$ cat src/rtl/core/ordered_index_key_encoder_unit_assert.svh
// assertion macros for the key encoder unit
// no dependencies; included by the modules that carry checks
`ifndef ORDERED_INDEX_KEY_ENCODER_UNIT_ASSERT_SVH
`define ORDERED_INDEX_KEY_ENCODER_UNIT_ASSERT_SVH

`ifndef SYNTHESIS
`define OKIEK_ASSERT_IMPL(label, clk, rst_n, ante, cons, msg) \
	label: assert property (@(posedge clk) disable iff (!(rst_n)) (ante) |-> (cons)) \
		else $error(msg);
`define OKIEK_ASSERT_NEXT(label, clk, rst_n, ante, cons, msg) \
	label: assert property (@(posedge clk) disable iff (!(rst_n)) (ante) |=> (cons)) \
		else $error(msg);
`else
`define OKIEK_ASSERT_IMPL(label, clk, rst_n, ante, cons, msg)
`define OKIEK_ASSERT_NEXT(label, clk, rst_n, ante, cons, msg)
`endif

`endif

$ cat src/rtl/core/okiek_pkg.sv
// shared types, codes and constants for the key encoder unit
// no dependencies
package okiek_pkg;

	localparam int unsigned BYTE_W          = 8;
	localparam int unsigned FRAME_BYTES     = 8;
	localparam int unsigned CNT_W           = $clog2(FRAME_BYTES + 1);
	localparam int unsigned IDX_W           = $clog2(FRAME_BYTES);
	localparam int unsigned MAX_COLUMNS_DEF = 64;
	localparam int unsigned MASK_W          = 64;
	localparam int unsigned COUNT_W         = 7;

	localparam logic [3:0] FUNC_NULL    = 4'd0;
	localparam logic [3:0] FUNC_BOOL    = 4'd1;
	localparam logic [3:0] FUNC_INT32   = 4'd2;
	localparam logic [3:0] FUNC_INT64   = 4'd3;
	localparam logic [3:0] FUNC_FLOAT   = 4'd4;
	localparam logic [3:0] FUNC_DOUBLE  = 4'd5;
	localparam logic [3:0] FUNC_STR     = 4'd6;
	localparam logic [3:0] FUNC_STR_END = 4'd7;
	localparam logic [3:0] FUNC_ROWLOC  = 4'd8;
	localparam logic [3:0] FUNC_BITMAP  = 4'd9;

	localparam logic [31:0] SIGN32 = 32'h8000_0000;
	localparam logic [63:0] SIGN64 = 64'h8000_0000_0000_0000;

	localparam logic [BYTE_W-1:0] BYTE_00 = 8'h00;
	localparam logic [BYTE_W-1:0] BYTE_01 = 8'h01;
	localparam logic [BYTE_W-1:0] BYTE_02 = 8'h02;
	localparam logic [BYTE_W-1:0] BYTE_FF = 8'hFF;

	typedef struct packed {
		logic [3:0]         func;
		logic [63:0]        value;
		logic [7:0]         str_byte;
		logic [31:0]        page_id;
		logic [7:0]         slot;
		logic [COUNT_W-1:0] key_cols;
		logic [MASK_W-1:0]  null_mask;
	} item_t;

	// bytes in emission order, data[0] first
	typedef struct packed {
		logic [FRAME_BYTES-1:0][BYTE_W-1:0] data;
		logic [CNT_W-1:0]                   count;
	} frame_t;

endpackage

$ cat src/rtl/core/ordered_index_key_encoder_unit.sv
// top level of the order-preserving key encoder
// depends on okiek_pkg, okiek_encode, okiek_serialiser and the assertion macro header
`include "ordered_index_key_encoder_unit_assert.svh"

// Turns one key part per input transaction into its memcmp-ordered byte encoding and
// delivers it one byte per output transaction, with last on the final byte of the part.
// An accepted part is held in an input register, encoded combinationally and loaded into
// the result frame register, from which its first byte is offered; a busy frame register
// holds the part in the input register. The result channel moves one byte per cycle while
// out_ready is high; a part holds the frame register until its last byte (of 1 to 8) is taken.
// The next part is taken while the current frame still drains; parts that give no
// bytes (unused kinds, bitmaps of fewer than two columns) produce no output.
module ordered_index_key_encoder_unit
	import okiek_pkg::*;
#(
	parameter int unsigned MAX_COLUMNS = MAX_COLUMNS_DEF
) (
	input  logic               clk,
	input  logic               arst_n,
	input  logic               in_valid,
	output logic               in_ready,
	input  logic [3:0]         func,
	input  logic [63:0]        value,
	input  logic [7:0]         str_byte,
	input  logic [31:0]        page_id,
	input  logic [7:0]         slot,
	input  logic [COUNT_W-1:0] key_cols,
	input  logic [MASK_W-1:0]  null_mask,
	output logic               out_valid,
	input  logic               out_ready,
	output logic [BYTE_W-1:0]  out_byte,
	output logic               last
);

	item_t  item_s1;
	logic   valid_s1;
	frame_t enc_frame;
	logic   load_ready;
	logic   accept;

	assign in_ready = !valid_s1 || load_ready;
	assign accept   = in_valid && in_ready;

	always_ff @(posedge clk or negedge arst_n) begin
		if (!arst_n) begin
			valid_s1 <= 1'b0;
		end else if (in_ready) begin
			valid_s1 <= in_valid;
		end
	end

	always_ff @(posedge clk) begin
		if (accept) begin
			item_s1 <= '{func: func, value: value, str_byte: str_byte, page_id: page_id,
				slot: slot, key_cols: key_cols, null_mask: null_mask};
		end
	end

	okiek_encode #(
		.MAX_COLUMNS(MAX_COLUMNS)
	) u_encode (
		.item (item_s1),
		.frame(enc_frame)
	);

	okiek_serialiser u_serialiser (
		.clk       (clk),
		.arst_n    (arst_n),
		.load_valid(valid_s1),
		.load_frame(enc_frame),
		.load_ready(load_ready),
		.out_valid (out_valid),
		.out_ready (out_ready),
		.out_byte  (out_byte),
		.last      (last)
	);

	`OKIEK_ASSERT_IMPL(a_stall_only_when_full, clk, arst_n, !in_ready, valid_s1,
		"input stalled with empty input register")
	`OKIEK_ASSERT_NEXT(a_s1_holds, clk, arst_n, valid_s1 && !load_ready,
		valid_s1 && $stable(item_s1), "input register changed while stalled")

endmodule

$ cat src/rtl/core/okiek_encode.sv
// combinational encoder: one key part to up to eight ordered bytes
// depends on okiek_pkg
module okiek_encode
	import okiek_pkg::*;
#(
	parameter int unsigned MAX_COLUMNS = MAX_COLUMNS_DEF
) (
	input  item_t  item,
	output frame_t frame
);

	localparam logic [COUNT_W-1:0] MaxCols = COUNT_W'(MAX_COLUMNS);

	logic [31:0]        f32;
	logic [63:0]        f64;
	logic [31:0]        i32;
	logic [63:0]        i64;
	logic [COUNT_W-1:0] cols;
	logic [MASK_W-1:0]  mask;
	logic [COUNT_W-1:0] nbytes;

	always_comb begin
		i32 = item.value[31:0] ^ SIGN32;
		i64 = item.value ^ SIGN64;
		f32 = item.value[31] ? ~item.value[31:0] : (item.value[31:0] | SIGN32);
		f64 = item.value[63] ? ~item.value : (item.value | SIGN64);
		cols = (item.key_cols > MaxCols) ? MaxCols : item.key_cols;
		for (int i = 0; i < MASK_W; i++) begin
			mask[i] = item.null_mask[i] & (COUNT_W'(i) < cols);
		end
		nbytes = (cols + COUNT_W'(7)) >> 3;
	end

	always_comb begin
		frame.data  = '0;
		frame.count = '0;
		unique case (item.func)
			FUNC_NULL: begin
				frame.data[0] = BYTE_00;
				frame.data[1] = BYTE_01;
				frame.count   = CNT_W'(2);
			end
			FUNC_BOOL: begin
				frame.data[0] = item.value[0] ? BYTE_02 : BYTE_01;
				frame.count   = CNT_W'(1);
			end
			FUNC_INT32: begin
				for (int i = 0; i < 4; i++) frame.data[i] = i32[31-8*i -: 8];
				frame.count = CNT_W'(4);
			end
			FUNC_INT64: begin
				for (int i = 0; i < 8; i++) frame.data[i] = i64[63-8*i -: 8];
				frame.count = CNT_W'(8);
			end
			FUNC_FLOAT: begin
				for (int i = 0; i < 4; i++) frame.data[i] = f32[31-8*i -: 8];
				frame.count = CNT_W'(4);
			end
			FUNC_DOUBLE: begin
				for (int i = 0; i < 8; i++) frame.data[i] = f64[63-8*i -: 8];
				frame.count = CNT_W'(8);
			end
			FUNC_STR: begin
				if (item.str_byte == BYTE_00) begin
					frame.data[0] = BYTE_00;
					frame.data[1] = BYTE_FF;
					frame.count   = CNT_W'(2);
				end else begin
					frame.data[0] = item.str_byte;
					frame.count   = CNT_W'(1);
				end
			end
			FUNC_STR_END: begin
				frame.data[0] = BYTE_00;
				frame.data[1] = BYTE_00;
				frame.count   = CNT_W'(2);
			end
			FUNC_ROWLOC: begin
				for (int i = 0; i < 4; i++) frame.data[i] = item.page_id[31-8*i -: 8];
				frame.data[4] = item.slot;
				frame.count   = CNT_W'(5);
			end
			FUNC_BITMAP: begin
				// fewer than two columns gives no bitmap
				if (cols >= COUNT_W'(2)) begin
					for (int i = 0; i < 8; i++) frame.data[i] = mask[8*i +: 8];
					frame.count = CNT_W'(nbytes);
				end
			end
			default: begin
				frame.count = '0;
			end
		endcase
	end

endmodule

$ cat src/rtl/core/okiek_serialiser.sv
// result register and byte serialiser: holds one encoded frame, hands out a byte per transaction
// depends on okiek_pkg and the assertion macro header
`include "ordered_index_key_encoder_unit_assert.svh"

module okiek_serialiser
	import okiek_pkg::*;
(
	input  logic              clk,
	input  logic              arst_n,
	input  logic              load_valid,
	input  frame_t            load_frame,
	output logic              load_ready,
	output logic              out_valid,
	input  logic              out_ready,
	output logic [BYTE_W-1:0] out_byte,
	output logic              last
);

	frame_t           frame_s2;
	logic             valid_s2;
	logic [IDX_W-1:0] idx_q;
	logic             take;
	logic             done;
	logic             load;

	assign out_valid  = valid_s2;
	assign out_byte   = frame_s2.data[idx_q];
	assign last       = ({1'b0, idx_q} == (frame_s2.count - CNT_W'(1)));
	assign take       = valid_s2 && out_ready;
	assign done       = take && last;
	assign load_ready = !valid_s2 || done;
	assign load       = load_valid && load_ready;

	always_ff @(posedge clk or negedge arst_n) begin
		if (!arst_n) begin
			valid_s2 <= 1'b0;
			idx_q    <= '0;
		end else begin
			if (load) begin
				// items with no bytes are dropped here
				valid_s2 <= (load_frame.count != '0);
				idx_q    <= '0;
			end else if (done) begin
				valid_s2 <= 1'b0;
				idx_q    <= '0;
			end else if (take) begin
				idx_q <= idx_q + IDX_W'(1);
			end
		end
	end

	always_ff @(posedge clk) begin
		if (load) begin
			frame_s2 <= load_frame;
		end
	end

	`OKIEK_ASSERT_IMPL(a_count_range, clk, arst_n, valid_s2,
		(frame_s2.count != '0) && (frame_s2.count <= CNT_W'(FRAME_BYTES)),
		"held frame has no bytes or too many")
	`OKIEK_ASSERT_IMPL(a_idx_in_frame, clk, arst_n, valid_s2,
		({1'b0, idx_q} < frame_s2.count), "byte pointer beyond frame")
	`OKIEK_ASSERT_NEXT(a_advance, clk, arst_n, take && !last,
		valid_s2 && (idx_q == $past(idx_q) + IDX_W'(1)) && $stable(frame_s2),
		"frame lost or pointer skipped mid item")

endmodule
$ cat config.mk
export PLATFORM = sky130hd
export DESIGN_NAME = ordered_index_key_encoder_unit
export DESIGN_NICKNAME = d
export VERILOG_FILES = /design/src/rtl/core/okiek_pkg.sv /design/src/rtl/core/ordered_index_key_encoder_unit.sv /design/src/rtl/core/okiek_encode.sv /design/src/rtl/core/okiek_serialiser.sv
export VERILOG_INCLUDE_DIRS = /design/src /design/src/rtl/core
export SDC_FILE = /design/constraint.sdc
export NUM_CORES = 1
export LEC_CHECK = 0
export BUFFER_PORTS_ARGS = -buffer_cell sky130_fd_sc_hd__buf_2
export CORE_UTILIZATION = 56
export CTS_CLUSTER_SIZE = 28
export DETAILED_ROUTE_END_ITERATION = 8
export PLACE_DENSITY = 0.87
export SLEW_MARGIN = 20
export SYNTH_ARGS = -nofsm -noshare
export SYNTH_HDL_FRONTEND = slang
export SYNTH_HIERARCHICAL = 1
export SYNTH_SLANG_ARGS = --single-unit
$ cat constraint.sdc
create_clock -name clk -period 4.65 [get_ports clk]
set_input_delay 0.2325 -clock clk [delete_from_list [all_inputs] [get_ports clk]]
set_output_delay 0.2325 -clock clk [all_outputs]
set_load 0.02 [all_outputs]
==> flow_results.xml, run 1 <==
<?xml version="1.0" encoding="UTF-8"?>
<metrics>
  <group name="status">
    <metric name="status" unit="">complete, no violations</metric>
  </group>
  <group name="final_layout">
    <metric name="final_common_cell" unit="">sky130_fd_sc_hd__edfxtp_1</metric>
    <metric name="final.fill_count" unit="">1075</metric>
    <metric name="final_layout_size_suffix_gt1_share" unit="%">25.7</metric>
    <metric name="mostFrequentLayoutCells" unit="">sky130_fd_sc_hd__edfxtp_1, sky130_fd_sc_hd__buf_2, sky130_fd_sc_hd__dlygate4sd3_1</metric>
    <metric name="area_growth" unit="%">35.5</metric>
    <metric name="num-nets-final" unit="">1320</metric>
  </group>
  <group name="drt">
    <metric name="final_antenna_net_count" unit="">0</metric>
    <metric name="wl_per_cell" unit="um">27.2</metric>
    <metric name="first_iter_violations" unit="">1598</metric>
    <metric name="detail_route.drc_violations" unit="">0</metric>
    <metric name="post_drt_via_cell_ratio" unit="">6.63</metric>
    <metric name="detail_route.first_pass.iterations" unit="">7</metric>
    <metric name="wirelength" unit="um">38400</metric>
    <metric name="vias" unit="">9358</metric>
  </group>
  <group name="floorplan">
    <metric name="chipHeight" unit="um">144</metric>
    <metric name="die_x" unit="um">144</metric>
    <metric name="initial_utilization" unit="%">57.8</metric>
    <metric name="fp_rows" unit="">51</metric>
    <metric name="floorplan.io_pins" unit="">202</metric>
    <metric name="placeableCoreArea" unit="mm2">0.0197</metric>
    <metric name="floorplan.die_area" unit="mm2">0.0209</metric>
  </group>
  <group name="logic_synthesis">
    <metric name="top_flip_flop_cell_by_instance_count_after_synthesis" unit="">sky130_fd_sc_hd__edfxtp_1</metric>
    <metric name="synth-warning-count" unit="">6</metric>
    <metric name="ys_seq_area_share" unit="%">68.5</metric>
    <metric name="netlist_top_cells_area" unit="">sky130_fd_sc_hd__edfxtp_1, sky130_fd_sc_hd__o211ai_1, sky130_fd_sc_hd__a32oi_1</metric>
    <metric name="synth_enable_flop_cells" unit="">255</metric>
    <metric name="syn_inst" unit="">747</metric>
    <metric name="synthesis.area" unit="mm2">0.0114</metric>
    <metric name="ys_async_sr_fraction" unit="%">1.92</metric>
    <metric name="synth-seq-cells" unit="">260</metric>
    <metric name="netlist.top_cell.by_area" unit="">sky130_fd_sc_hd__edfxtp_1</metric>
    <metric name="avgSynthCellArea" unit="um2">15.2</metric>
    <metric name="net_count_after_synthesis" unit="">940</metric>
    <metric name="yosys_cell_types" unit="">86</metric>
    <metric name="synth_largest_type_area_fraction" unit="%">67.4</metric>
  </group>
  <group name="cts">
    <metric name="numCtsBuffers" unit="">26</metric>
    <metric name="post-cts-setup-buffer-count" unit="">0</metric>
    <metric name="cts_tree" unit="">yes</metric>
    <metric name="cts_hold_buf" unit="">190</metric>
    <metric name="numClockSinks" unit="">260</metric>
    <metric name="insertion_delay" unit="ns">0.54</metric>
    <metric name="cts.clk_slew.worst_paths" unit="ns">0.06</metric>
    <metric name="ctsRootBufferMaster" unit="">sky130_fd_sc_hd__clkbuf_16</metric>
    <metric name="cts.repair.resized" unit="">0</metric>
    <metric name="h_tree_levels" unit="">1</metric>
    <metric name="clockBufferDepth" unit="">3</metric>
  </group>
  <group name="critical_path">
    <metric name="cp.required" unit="ns">4.82</metric>
    <metric name="critical_path.startpoint_type" unit="">register</metric>
    <metric name="path_max_fanout" unit="">80</metric>
    <metric name="endpoint_kind" unit="">register</metric>
    <metric name="timing_worst_setup_path_type" unit="">reg -&gt; reg</metric>
    <metric name="crit_arrival" unit="ns">3.75</metric>
    <metric name="ff2ff_setup_slack" unit="ns">1.08</metric>
  </group>
  <group name="sta">
    <metric name="tightestPinTransition" unit="ns">1.13</metric>
    <metric name="finalSetupTns" unit="ns">0</metric>
    <metric name="min_period_over_period" unit="%">76.9</metric>
    <metric name="slew_viol_final" unit="">0</metric>
    <metric name="maxSlewHeadroom" unit="%">24.4</metric>
    <metric name="skew" unit="ns">0.0168</metric>
    <metric name="setup_viol_count_final" unit="">0</metric>
    <metric name="rsz0062_at_grt" unit="">no</metric>
    <metric name="achievable_freq" unit="MHz">280</metric>
    <metric name="clock_period_minus_final_worst_setup_slack" unit="ns">3.57</metric>
    <metric name="hold_violations" unit="">0</metric>
  </group>
  <group name="power_and_ir_drop">
    <metric name="peakVddDrop" unit="V">0.000303</metric>
    <metric name="post-layout-total-power" unit="W">0.00775</metric>
    <metric name="power-per-cell-area" unit="mW/mm2">503</metric>
    <metric name="leakage_power" unit="nW">5.54</metric>
  </group>
  <group name="global_route">
    <metric name="grt_busiest_layer" unit="">met2</metric>
    <metric name="global_route_wire_length_before_repair" unit="um">55400</metric>
    <metric name="grt_start_max_net_pins" unit="">81</metric>
    <metric name="grt_pass1_vias" unit="">9350</metric>
    <metric name="grtUsageMet1" unit="%">43.9</metric>
    <metric name="grt_antenna_before_repair" unit="">2</metric>
    <metric name="gr-usage-met2" unit="%">63.5</metric>
    <metric name="groute.usage.overall" unit="%">37.1</metric>
    <metric name="use_met3" unit="%">8.08</metric>
    <metric name="globalRoute.totalOverflow" unit="">0</metric>
  </group>
  <group name="place">
    <metric name="gp_congestion" unit="">0.925</metric>
    <metric name="detailed_place_hpwl" unit="um">21200</metric>
    <metric name="port-buffer-count" unit="">201</metric>
  </group>
  <group name="hold_path">
    <metric name="min_path_type" unit="">in -&gt; async</metric>
  </group>
  <group name="flow_run">
    <metric name="max_cap_viol_count" unit="">0</metric>
  </group>
</metrics>
[through the flow]
stage	worst slack, ns	hold WS, ns	util (%)	cells	area (um2)
finish	1.08	0.0475	78.3	1412	15400
global route	0.952	0.0771	78.3	1412	15400
CTS	1.17	0.0449	78.3	1411	15400
detailed placement	1.17	0.0568	63.9	1174	12600
global placement	1.35	0.0517	63.9	1174	12600
floorplan	1.34	-0.0631	-	747	11400
[synthesized netlist by cell type (4+ instances only)]
cell / n
sky130_fd_sc_hd__a32oi_1: 31
sky130_fd_sc_hd__nor3b_1: 4
sky130_fd_sc_hd__nor2_1: 28
sky130_fd_sc_hd__o21ai_0: 32
sky130_fd_sc_hd__mux4_2: 8
sky130_fd_sc_hd__nor2b_1: 7
sky130_fd_sc_hd__nand2b_1: 6
sky130_fd_sc_hd__mux4_1: 8
sky130_fd_sc_hd__clkbuf_1: 11
sky130_fd_sc_hd__edfxtp_1: 255
sky130_fd_sc_hd__a222oi_1: 6
sky130_fd_sc_hd__inv_1: 11
sky130_fd_sc_hd__o2111ai_1: 5
sky130_fd_sc_hd__mux2i_1: 8
sky130_fd_sc_hd__a211oi_1: 4
sky130_fd_sc_hd__or3_1: 7
sky130_fd_sc_hd__xnor2_1: 5
sky130_fd_sc_hd__buf_4: 5
sky130_fd_sc_hd__dfrtp_1: 5
sky130_fd_sc_hd__nand2_1: 64
sky130_fd_sc_hd__buf_2: 31
sky130_fd_sc_hd__mux2_4: 8
sky130_fd_sc_hd__nand4b_1: 6
sky130_fd_sc_hd__nand3_1: 19
sky130_fd_sc_hd__o22a_1: 4
sky130_fd_sc_hd__a21oi_1: 10
sky130_fd_sc_hd__a2bb2oi_1: 5
sky130_fd_sc_hd__o211ai_1: 38
sky130_fd_sc_hd__nor4b_2: 4
sky130_fd_sc_hd__o31ai_1: 4
sky130_fd_sc_hd__xor2_1: 6
sky130_fd_sc_hd__a22o_1: 4
sky130_fd_sc_hd__a22oi_1: 17
[layout make-up]
class | count | area (um2) | area share [%]
diodes | 1 | 2.50 | 0.0163
clock inverters | 13 | 215 | 1.40
repair buffers | 403 | 3020 | 19.6
flip-flops and latches | 260 | 7780 | 50.6
inverters | 11 | 41.3 | 0.268
well taps | 265 | 332 | 2.15
multi-input cells | 425 | 3280 | 21.3
clock buffers | 34 | 722 | 4.69
[kinds of logic (layout without fill, tap and decap cells)]
logic type,after synthesis,in the layout,synth area share [%]
xor+xnor,11,11,0.848
simple gates,180,180,8.94
flops,260,260,68.5
other cells,0,1,0
fa+ha+maj,2,2,0.220
buf+inv,62,461,2.76
compound gates,199,199,13.4
mux,33,33,5.30
[worst max-delay path: stages, from the launching register on]
cell	delay, ns
sky130_fd_sc_hd__dfrtp_1	1.09
sky130_fd_sc_hd__and2b_2	0.31
sky130_fd_sc_hd__a21oi_2	0.08
sky130_fd_sc_hd__o41ai_2	0.43
sky130_fd_sc_hd__nand2b_4	0.22
sky130_fd_sc_hd__and2_4	0.54
sky130_fd_sc_hd__buf_12	0.41
[final timing paths]
| check | depth (start not counted) | endpoint | from |
|---|---|---|---|
| setup / recovery | 6 | item_s1[78]$_DFFE_PP_ | u_serialiser/idx_q[0]$_DFFE_PN0P_ |
| max in group asynchronous | 2 | u_serialiser/idx_q[0]$_DFFE_PN0P_ | arst_n |
| setup reg to reg | 6 | item_s1[78]$_DFFE_PP_ | u_serialiser/idx_q[0]$_DFFE_PN0P_ |
| hold / removal | 2 | valid_s1$_DFFE_PN0P_ | arst_n |
| min in group clk | 2 | item_s1[154]$_DFFE_PP_ | value[35] |
| hold reg to reg | 2 | u_serialiser/frame_s2[32]$_DFFE_PP_ | item_s1[83]$_DFFE_PP_ |
[power breakdown]
group / internal (W) / total (W) / switching (W) / leakage, nW
Clock: 0.00142 / 0.00233 / 0.000906 / 0.457
Sequential: 0.00325 / 0.00373 / 0.000484 / 2.38
Combinational: 0.000740 / 0.00169 / 0.000950 / 2.70
Total: 0.00541 / 0.00775 / 0.00234 / 5.54
[state kept, by name (all words and copies together) (netlist names)]
| signal | cells |
|---|---|
| item_s1 | 187 |
| u_serialiser/frame_s2 | 68 |
| u_serialiser/idx_q | 3 |
| u_serialiser/out_valid | 1 |
| valid_s1 | 1 |
[metal layers]
| metal | part of all wire, % | wire length [um] |
|---|---|---|
| met2 | 49 | 18800 |
| met1 | 32 | 12400 |
| met4 | 6.1 | 2330 |
| met3 | 12 | 4770 |
| met5 | 0.044 | 17 |
(Power assumes the default switching activity.)
==> run 2, diff against run 1 <==
Settings changed: CORE_UTILIZATION 56 to 51, PLACE_DENSITY 0.87 to 0.84.
Clock period 4.65 ns to 2.9 ns, I/O delays scaled along.
==> run 2 against run 1 <==
  * Power up 60%
  * Global-route usage down 3.6 points
  * Combinational power up 86%
  * Count of clock-buffer cells in the layout down 6
  * Sequential share of layout area down 0.95 points
  * Wire length down 1.0%
  * Flip-flop and latch count unchanged
  * Critical path type is now reg -> out
  * Clock skew down 0.0013 ns
  * Die area up 9.7%
  * Critical path depth down 2
  * Design area up 1.9%
==> flow_results.xml, run 2 (synthesized netlist as in run 1, its figures left out) <==
<?xml version="1.0" encoding="UTF-8"?>
<metrics>
  <group name="cts">
    <metric name="cts.clk_slew.worst_paths" unit="ns">0.06</metric>
    <metric name="numCtsBuffers" unit="">26</metric>
    <metric name="h_tree_levels" unit="">1</metric>
    <metric name="ctsRootBufferMaster" unit="">sky130_fd_sc_hd__clkbuf_16</metric>
    <metric name="numClockSinks" unit="">260</metric>
    <metric name="post-cts-setup-buffer-count" unit="">0</metric>
    <metric name="clockBufferDepth" unit="">3</metric>
    <metric name="cts_tree" unit="">yes</metric>
    <metric name="insertion_delay" unit="ns">0.54</metric>
  </group>
  <group name="drt">
    <metric name="wirelength" unit="um">38000</metric>
    <metric name="vias" unit="">9434</metric>
    <metric name="post_drt_via_cell_ratio" unit="">6.46</metric>
    <metric name="final_antenna_net_count" unit="">0</metric>
    <metric name="detail_route.drc_violations" unit="">0</metric>
    <metric name="detail_route.first_pass.iterations" unit="">7</metric>
    <metric name="first_iter_violations" unit="">1642</metric>
    <metric name="wl_per_cell" unit="um">26.0</metric>
  </group>
  <group name="critical_path">
    <metric name="ff2ff_setup_slack" unit="ns">0.35</metric>
    <metric name="timing_worst_setup_path_type" unit="">reg -&gt; out</metric>
    <metric name="path_max_fanout" unit="">16</metric>
    <metric name="startpoint" unit="">u_serialiser/idx_q[0]$_DFFE_PN0P_</metric>
    <metric name="endpoint_kind" unit="">primary output</metric>
    <metric name="endpoint" unit="">out_byte[5]</metric>
    <metric name="reg2reg_to" unit="">item_s1[169]$_DFFE_PP_</metric>
    <metric name="crit_arrival" unit="ns">2.48</metric>
    <metric name="critical_path.startpoint_type" unit="">register</metric>
    <metric name="rr_worst_depth" unit="">9</metric>
    <metric name="cp.required" unit="ns">2.76</metric>
    <metric name="rr_startpoint" unit="">u_serialiser/frame_s2[1]$_DFFE_PP_</metric>
  </group>
  <group name="final_layout">
    <metric name="register_name_with_the_most_flops" unit="">item_s1</metric>
    <metric name="multi_input_comb_area" unit="mm2">0.00330</metric>
    <metric name="postLayoutCoreUtil" unit="%">71.9</metric>
    <metric name="finish.cell_count_without_fillers" unit="">1460</metric>
    <metric name="mostFrequentLayoutCells" unit="">sky130_fd_sc_hd__edfxtp_1, sky130_fd_sc_hd__buf_2, sky130_fd_sc_hd__dlygate4sd3_1</metric>
    <metric name="num-nets-final" unit="">1354</metric>
    <metric name="final_common_cell" unit="">sky130_fd_sc_hd__edfxtp_1</metric>
    <metric name="final_layout_size_suffix_gt1_share" unit="%">28.1</metric>
    <metric name="area.sequential" unit="mm2">0.00778</metric>
    <metric name="reg_top3" unit="">item_s1 x187, u_serialiser/frame_s2 x68, u_serialiser/idx_q x3</metric>
    <metric name="design_area" unit="mm2">0.0157</metric>
    <metric name="area_growth" unit="%">38.1</metric>
    <metric name="final.fill_count" unit="">1309</metric>
    <metric name="largest_reg_flops" unit="">187</metric>
  </group>
  <group name="floorplan">
    <metric name="floorplan.io_pins" unit="">202</metric>
    <metric name="placeableCoreArea" unit="mm2">0.0218</metric>
    <metric name="floorplan.die_area" unit="mm2">0.0229</metric>
    <metric name="initial_utilization" unit="%">52.1</metric>
    <metric name="fp_rows" unit="">54</metric>
    <metric name="chipHeight" unit="um">151</metric>
    <metric name="die_x" unit="um">151</metric>
  </group>
  <group name="sta">
    <metric name="hold_violations" unit="">0</metric>
    <metric name="min_period_over_period" unit="%">90.5</metric>
    <metric name="achievable_freq" unit="MHz">381</metric>
    <metric name="tightestPinTransition" unit="ns">1.17</metric>
    <metric name="skew" unit="ns">0.0155</metric>
    <metric name="clock_period_minus_final_worst_setup_slack" unit="ns">2.63</metric>
    <metric name="slew_viol_final" unit="">0</metric>
    <metric name="setup_viol_count_final" unit="">0</metric>
    <metric name="maxSlewHeadroom" unit="%">22.3</metric>
    <metric name="setup_slack" unit="ns">0.275</metric>
    <metric name="rsz0062_at_grt" unit="">no</metric>
  </group>
  <group name="global_route">
    <metric name="grt_pass1_vias" unit="">9380</metric>
    <metric name="global_route_wire_length_before_repair" unit="um">55400</metric>
    <metric name="groute.usage.overall" unit="%">33.5</metric>
    <metric name="globalRoute.totalOverflow" unit="">0</metric>
    <metric name="grt_busiest_layer" unit="">met2</metric>
    <metric name="grtUsageMet1" unit="%">41.7</metric>
    <metric name="grt_start_max_net_pins" unit="">67</metric>
    <metric name="grt_antenna_before_repair" unit="">1</metric>
    <metric name="gr-usage-met2" unit="%">55.2</metric>
    <metric name="use_met3" unit="%">6.39</metric>
  </group>
  <group name="flow_run">
    <metric name="max_cap_viol_count" unit="">0</metric>
  </group>
  <group name="place">
    <metric name="detailed_place_hpwl" unit="um">22300</metric>
    <metric name="dp_slack" unit="ns">0.339</metric>
    <metric name="gp_congestion" unit="">0.958</metric>
    <metric name="detailed_place.area" unit="mm2">0.0129</metric>
    <metric name="placed_cells_incl_taps" unit="">1222</metric>
    <metric name="port-buffer-count" unit="">201</metric>
  </group>
  <group name="power_and_ir_drop">
    <metric name="power-per-cell-area" unit="mW/mm2">791</metric>
    <metric name="leakage_power" unit="nW">5.70</metric>
    <metric name="post-layout-total-power" unit="W">0.0124</metric>
    <metric name="peakVddDrop" unit="V">0.000689</metric>
  </group>
  <group name="hold_path">
    <metric name="timing.hold.worst_path_depth" unit="">2</metric>
    <metric name="min_path_type" unit="">in -&gt; reg</metric>
    <metric name="min_from" unit="">slot[3]</metric>
  </group>
  <group name="status">
    <metric name="status" unit="">complete, no violations</metric>
  </group>
</metrics>
==> run 2: cell types whose count changed in the layout (fill, tap and decap cells not counted), sizes merged <==
cell / change
dlygate4sd3: +1
buf: +33
clkbuf: -6
clkinv: +5
clkinvlp: +2
bufinv: -2
==> run 2: routing by layer <==
| metal | wire, um | part of all wire (%) |
|---|---|---|
| met5 | 0 | 0 |
| met4 | 2460 | 6.5 |
| met2 | 18000 | 47 |
| met3 | 4660 | 12 |
| met1 | 12900 | 34 |
==> run 2: report_power, final <==
group	switching [W]	total, W	internal (W)
Sequential	0.000585	0.00579	0.00520
Clock	0.00147	0.00348	0.00200
Combinational	0.00178	0.00315	0.00137
==> run 2: stage by stage <==
stage                     TNS [ns]  hold slack (ns)
after floorplan             -57.03           -0.151
after global placement           0          -0.0303
after detailed placement         0          -0.0305
after CTS                        0            0.297
after global routing             0            0.313
final                            0            0.314
==> run 2: worst min-delay path by stage <==
stage | endpoint | slack [ns]
floorplan | u_serialiser/idx_q[0]$_DFFE_PN0P_ | -0.15
global placement | u_serialiser/idx_q[2]$_DFFE_PN0P_ | -0.03
detailed placement | valid_s1$_DFFE_PN0P_ | -0.03
CTS | item_s1[138]$_DFFE_PP_ | 0.30
global route | item_s1[107]$_DFFE_PP_ | 0.31
finish | item_s1[74]$_DFFE_PP_ | 0.31
==> run 2: timing repair <==
item,4_1_cts,5_1_grt
resized for setup,0,0
hold endpoints to repair,196,0
hold buffers,191,0
setup endpoints to repair,0,0
==> run 2: critical path, stage by stage, from the launching register on <==
cell	delay (ns)
sky130_fd_sc_hd__dfrtp_1	0.43
sky130_fd_sc_hd__buf_4	0.37
sky130_fd_sc_hd__mux4_1	0.68
sky130_fd_sc_hd__mux2_4	0.30
sky130_fd_sc_hd__buf_2	0.16
==> run 2: cell type report <==
type                    instances  area share (%)
flip-flops and latches        260            49.6
inverters                      11           0.263
clock buffers                  28            4.19
well taps                     280            2.23
diodes                          1          0.0160
clock inverters                18            1.32
repair buffers                437            21.3
multi-input cells             425            21.1
